[src/rtl/qrs_isqrt.sv]
// Pipelined integer square root, one result bit per register stage.
`default_nettype none
module qrs_isqrt #(
  parameter int D_WIDTH   = 66,
  parameter int TAG_WIDTH = 8
) (
  input  wire logic                 clk,
  input  wire logic                 rst_n,
  input  wire logic                 in_valid,
  input  wire logic [D_WIDTH-1:0]   in_d,
  input  wire logic [TAG_WIDTH-1:0] in_tag,
  output logic                      out_valid,
  output logic [D_WIDTH/2-1:0]      out_root,
  output logic [TAG_WIDTH-1:0]      out_tag
);

  localparam int SW = D_WIDTH / 2;
  localparam int RW = SW + 2;

  logic                 v_r    [SW];
  logic [RW-1:0]        rem_r  [SW];
  logic [SW-1:0]        root_r [SW];
  logic [D_WIDTH-1:0]   d_r    [SW];
  logic [TAG_WIDTH-1:0] tag_r  [SW];

  for (genvar i = 0; i < SW; i++) begin : g_stage
    logic                 v_p;
    logic [RW-1:0]        rem_p;
    logic [SW-1:0]        root_p;
    logic [D_WIDTH-1:0]   d_p;
    logic [TAG_WIDTH-1:0] tag_p;
    logic [RW:0]          rem_t;
    logic [RW:0]          trial;
    logic                 ge;

    // The first stage takes the request, the others the stage before.
    if (i == 0) begin : g_first
      assign v_p    = in_valid;
      assign rem_p  = '0;
      assign root_p = '0;
      assign d_p    = in_d;
      assign tag_p  = in_tag;
    end else begin : g_next
      assign v_p    = v_r[i-1];
      assign rem_p  = rem_r[i-1];
      assign root_p = root_r[i-1];
      assign d_p    = d_r[i-1];
      assign tag_p  = tag_r[i-1];
    end

    // Bring down the next two radicand bits and try a one in this position.
    assign rem_t = {rem_p[RW-2:0], d_p[D_WIDTH-1 -: 2]};
    assign trial = {1'b0, root_p, 2'b01};
    assign ge    = rem_t >= trial;

    always_ff @(posedge clk) begin
      if (!rst_n) begin
        v_r[i] <= 1'b0;
      end else begin
        v_r[i] <= v_p;
      end
    end

    always_ff @(posedge clk) begin
      rem_r[i]  <= ge ? RW'(rem_t - trial) : RW'(rem_t);
      root_r[i] <= {root_p[SW-2:0], ge};
      d_r[i]    <= d_p << 2;
      tag_r[i]  <= tag_p;
    end
  end

  assign out_valid = v_r[SW-1];
  assign out_root  = root_r[SW-1];
  assign out_tag   = tag_r[SW-1];

endmodule
`default_nettype wire

[config.mk]
export PLATFORM = sky130hd
export DESIGN_NAME = qrs_isqrt
export DESIGN_NICKNAME = d
export VERILOG_FILES = /design/src/rtl/qrs_isqrt.sv
export SDC_FILE = /design/constraint.sdc
export NUM_CORES = 2
export LEC_CHECK = 0
export BUFFER_PORTS_ARGS = -buffer_cell sky130_fd_sc_hd__buf_2
export CORE_MARGIN = 5
export CORE_UTILIZATION = 30
export CTS_CLUSTER_SIZE = 30
export DETAILED_ROUTE_END_ITERATION = 7
export GPL_ROUTABILITY_DRIVEN = 1
export PLACE_DENSITY = 0.51
export SYNTH_ARGS = -nofsm -noshare
export SYNTH_HDL_FRONTEND = slang
export SYNTH_MEMORY_MAX_BITS = 65536
export SYNTH_SLANG_ARGS = --single-unit
[constraint.sdc]
create_clock -name clk -period 4.07 [get_ports clk]
set_clock_uncertainty 0.1 [all_clocks]
set_input_delay 0.6105 -clock clk [delete_from_list [all_inputs] [get_ports clk]]
set_output_delay 0.6105 -clock clk [all_outputs]
set_load 0.05 [all_outputs]
* Word-level counts from Yosys, hierarchy flattened *
Memory sizes are Yosys's and may differ from the RTL's.
Cells that the tools add are included.

operators by class
  bitwise operators = 33
  magnitude comparators = 33
  multiplexer cells = 68
  $add $sub $neg = 33

operator list
  operator             count
  $mux 35              33
  $ge 36x35->1         32
  $sub 35x35->35       32
  $mux 1               35
  $or 1x1->1           33
  $sub 2x1->3 const B  1
  $ge 2x1->1 const B   1

word-level totals
  logic and storage cells = 172
  bits in registers = 0
  memories = 5
  bits of input ports = 77
  RAM bits = 4653

memory list
  name    depth  bits a word  rd ports  clocked after memory_dff  write ports  line  RTL
  d_r     33     64           32        0                         33           23    logic [D_WIDTH-1:0] d_r [SW];
  rem_r   33     35           32        0                         33           21    logic [RW-1:0] rem_r [SW];
  root_r  33     33           33        0                         33           22    logic [SW-1:0] root_r [SW];
  tag_r   33     8            33        0                         33           24    logic [TAG_WIDTH-1:0] tag_r [SW];
  v_r     33     1            33        0                         33           20    logic v_r [SW];

* Depth between registers and ports, before layout *
An unclocked memory read counts as a cell.

  depth after elaboration = 3
  depth in mapped cells = 14
  gate-level depth less buffers = 12

* Worst setup path before layout *
Ideal clock, no wire load.

  kind = register to register
  start point = memory root_r[0][762] in the netlist's numbering
  end point = memory rem_r[0][847] in the netlist's numbering
  required time = 3.849 ns
  stages on the path, launching flop included = 11
  library setup time = 0.121 ns
  slack = 0.788 ns
  clock period less this slack = 3.282 ns
  arrival time = 3.061 ns
  cells stage by stage = dfxtp_1 -> inv_1 -> ha_1 -> a21o_1 -> a21oi_1 -> o21bai_1 -> a2111oi_0 -> o31ai_1 -> a21oi_1 -> buf_2 -> mux2_2

RTL lines
  item                line
  start: declaration  22
  end: declaration    21

==> key figures <==
Setup path
  • CP endpoint kind: flop
  • WP data required: approximately 4.7 ns
  • Worst-path maximum fanout: 35
  • Buf/Inv on CP: 2
  • CP max-delay cell: a2111oi_1
  • Startpoint type of the worst setup path: flop
  • Top delay family on crit path: compound AO/OA/AOI/OAI gates
  • Crit Path Class: flop to flop
  • CP cell instances: inv_1 -> ha_1 -> a2111oi_1 -> nand2_1 -> or4_1 -> a41o_1 -> or3_1 -> buf_4 -> mux2_2
  • Slowest stage delay, CP: 0.82 ns
  • Worst endpoint data arrival time: 4.42 ns

Clock tree
  • Clock-pin slew of the registers on the worst-case setup and hold paths: 0.06 ns
  • TritonCTS buffer count: 326
  • H-tree levels: 5
  • Post CTS Setup Buffer Count: 0
  • Later-pin clock latency in the skew report: around 0.91 ns
  • Clock Sinks: 2951
  • CTS tree: yes
  • Clk buf depth: 4
  • Clk root buf: clkbuf_16

Finish
  • Commonest non-fill, non-tap cell in the layout: dfxtp_1
  • Most frequent cells in the layout: 2951 x dfxtp_1, 753 x inv_1, 655 x a21oi_1, 633 x nand2_1, 623 x nor2_1
  • Register area: 59100 sq um
  • Multi-input gate area: approximately 41000 sq um
  • Fill cells: between 30000 and 40000
  • Layout net count: 11100
  • Area delta synth->final: 18.0%
  • Layout cells sized above 1: 8.95%

Yosys
  • Synthesized area: 103000 sq um
  • #FFs+latches synth: 2951
  • Syn_nets: 10600
  • Mapped Cells: 9940
  • Async set-reset flop share out of synthesis: 0%
  • Sequential fraction of the synthesis area: 57.1%
  • Post-synth cell types: 94
  • YS warnings: 0
  • Number of synthesized flops with an enable pin: 0
  • Ys flop type: dfxtp_1
  • Syn avg cell area: around 10 sq um

Timing
  • Final WS setup: around 0.27 ns
  • Rel. slew slack: about a fifth
  • Slew @ Worst Pin: 1.16 ns
  • Crit path time final: about 3.8 ns
  • Final count of hold timing violations: 0
  • Max-slew violations: 0
  • Final period util: 93.5%
  • # setup viols final: 0
  • Setup_tns: 0 ns
  • RSZ-0062 raised after global routing: no
  • Fmax: 0.263 GHz

Pwr
  • Flop pwr share: a little under half
  • Pint: 0.0572 W
  • Comb pwr share: roughly 14%
  • Leakage: about 56 nW
  • Sw Share: between 20% and 30%
  • Clock share of power: between 30 and 40%
  • Switching pwr: ~0.022 W
  • VDD IR max: 0.488 mV
  • PwrDens: 646 nW/um^2

Global route
  • First-pass GRT wire length: 374 mm
  • Vias in the first global route: around 69000
  • GRT Overall Usage: 12.7%
  • Global route overflow: 0
  • Largest net degree at the start of global routing: 55
  • Initial antenna violation count: 5

Route
  • DRT Pass-1 Iters: 8
  • Initial drt markers: approximately 3800
  • Total number of vias: 69200
  • Total wire length: 233 mm
  • Routed Antenna Nets: 0
  • Via-per-instance ratio: between 4 and 5
  • Avg WL per Cell: approximately 15 um
  • Drc violations: 0

Floorplanning
  • Core Area: 343000 sq um
  • Vert. Die Dim: between 500 and 600 um
  • Initial Util: 30.1%
  • DIE AREA: between 300000 and 400000 sq um
  • Top-level I/O count: approximately 120
  • FP Rows: 215
  • Die Width: 597 um

Placement
  • DP HPWL: 174 mm
  • Gp weighted congestion: 0.867
  • Worst slack, placed: 0.159 ns
  • IO buf count: 118

Run status
  • Status: finished clean

Run
  • Max-cap violations: 0

Hold path
  • Worst hold-check path type: flop to flop
==> state kept, by name, summed over array words and instances, names as in the netlist <==
| register | flops |
|---|---|
| tag_r | 264 |
| v_r | 33 |
| rem_r | 1037 |
| root_r | 561 |
| d_r | 1056 |
==> Yosys cell counts (65+ instances only) <==
cell type / n / area, sq um
ha_1: 596 / 7460
dfxtp_1: 2951 / 59100
clkbuf_1: 161 / 604
inv_1: 753 / 2830
nand2_1: 633 / 2380
nand3_1: 160 / 801
o21ai_0: 513 / 2570
nor3_1: 215 / 1080
o21bai_1: 65 / 488
xor2_1: 403 / 3530
nor2b_1: 82 / 513
xnor2_1: 481 / 4210
nand4_1: 96 / 601
nand2b_1: 100 / 626
a21oi_1: 659 / 3300
a21o_1: 245 / 1840
nor2_1: 624 / 2340
mux2_2: 74 / 833
nor4_1: 117 / 732
o21a_1: 110 / 826
or3_1: 92 / 576
==> power groups by stage <==
| stage | clock [W] | sequential (W) | combinational [W] |
|---|---|---|---|
| 2_1_floorplan | 0 | 0.0359 | 0.00873 |
| 3_3_place_gp | 0 | 0.0373 | 0.0112 |
| 3_5_place_dp | 0 | 0.0373 | 0.0114 |
| 4_1_cts | 0.0321 | 0.0367 | 0.0115 |
| 5_1_grt | 0.0333 | 0.0372 | 0.0128 |
| 6_report | 0.0308 | 0.0366 | 0.0114 |
==> per-layer routing <==
layer / track usage [%] / vias up / wire length [um] / part of all wire [%]
met2: 21.3 / 1470 / 108000 / 46
li1: - / 34800 / - / -
met4: 4.13 / 0 / 7460 / 3.2
met3: 2.37 / 448 / 12000 / 5.2
met1: 16.5 / 32500 / 106000 / 45
met5: 0 / - / 0 / 0
==> layout make-up <==
| type | instances | share of cell area (%) |
|---|---|---|
| flip-flops and latches | 2951 | 48.4 |
| multi-input cells | 6044 | 33.5 |
| clock buffers | 434 | 7.52 |
| well taps | 4557 | 4.67 |
| inverters | 760 | 2.34 |
| clock inverters | 157 | 1.82 |
| repair buffers | 296 | 1.78 |
| diodes | 3 | 0.00615 |
==> worst paths after layout <==
kind	slack, ns	end	cells after the start	from
worst max-delay path	0.27	rem_r[0][704]	9	root_r[0][646]
worst min-delay path	0.16	d_r[0][609]	0	d_r[0][543]
worst max register to register	0.27	rem_r[0][704]	9	root_r[0][646]
worst min register to register	0.16	d_r[0][609]	0	d_r[0][543]
==> through the flow <==
step / std cells / power [W] / utilization, % / instance area (sq um) / hold WS, ns
finish: 15200 / 0.0789 / 35.6 / 122000 / 0.164
global route: 15200 / 0.0833 / 35.6 / 122000 / 0.182
CTS: 15200 / 0.0803 / 35.6 / 122000 / 0.148
detailed placement: 14500 / 0.0487 / 32.0 / 110000 / 0.212
global placement: 14500 / 0.0485 / 32.0 / 110000 / 0.209
floorplan: 9940 / 0.0447 / - / 103000 / 0.210
==> logic make-up after synthesis <==
| logic type | after synthesis | share of synthesized area, % |
|---|---|---|
| other | 1 | 0.00363 |
| XOR/XNOR | 884 | 7.48 |
| multiplexers | 81 | 0.875 |
| AO/OA/AOI/OAI | 2013 | 12.0 |
| buffers and inverters | 945 | 3.48 |
| AND/OR/NAND/NOR | 2469 | 11.9 |
| adder cells (fa/ha/maj) | 596 | 7.21 |
| flip-flops | 2951 | 57.1 |
==> repair_timing <==
item | in CTS | in global routing
setup endpoints to repair | 0 | 26
resized for setup | 0 | 2
endpoints found under the hold margin | 82 | 0
hold buffers | 77 | 0
Power figures use the tool's default switching activity.
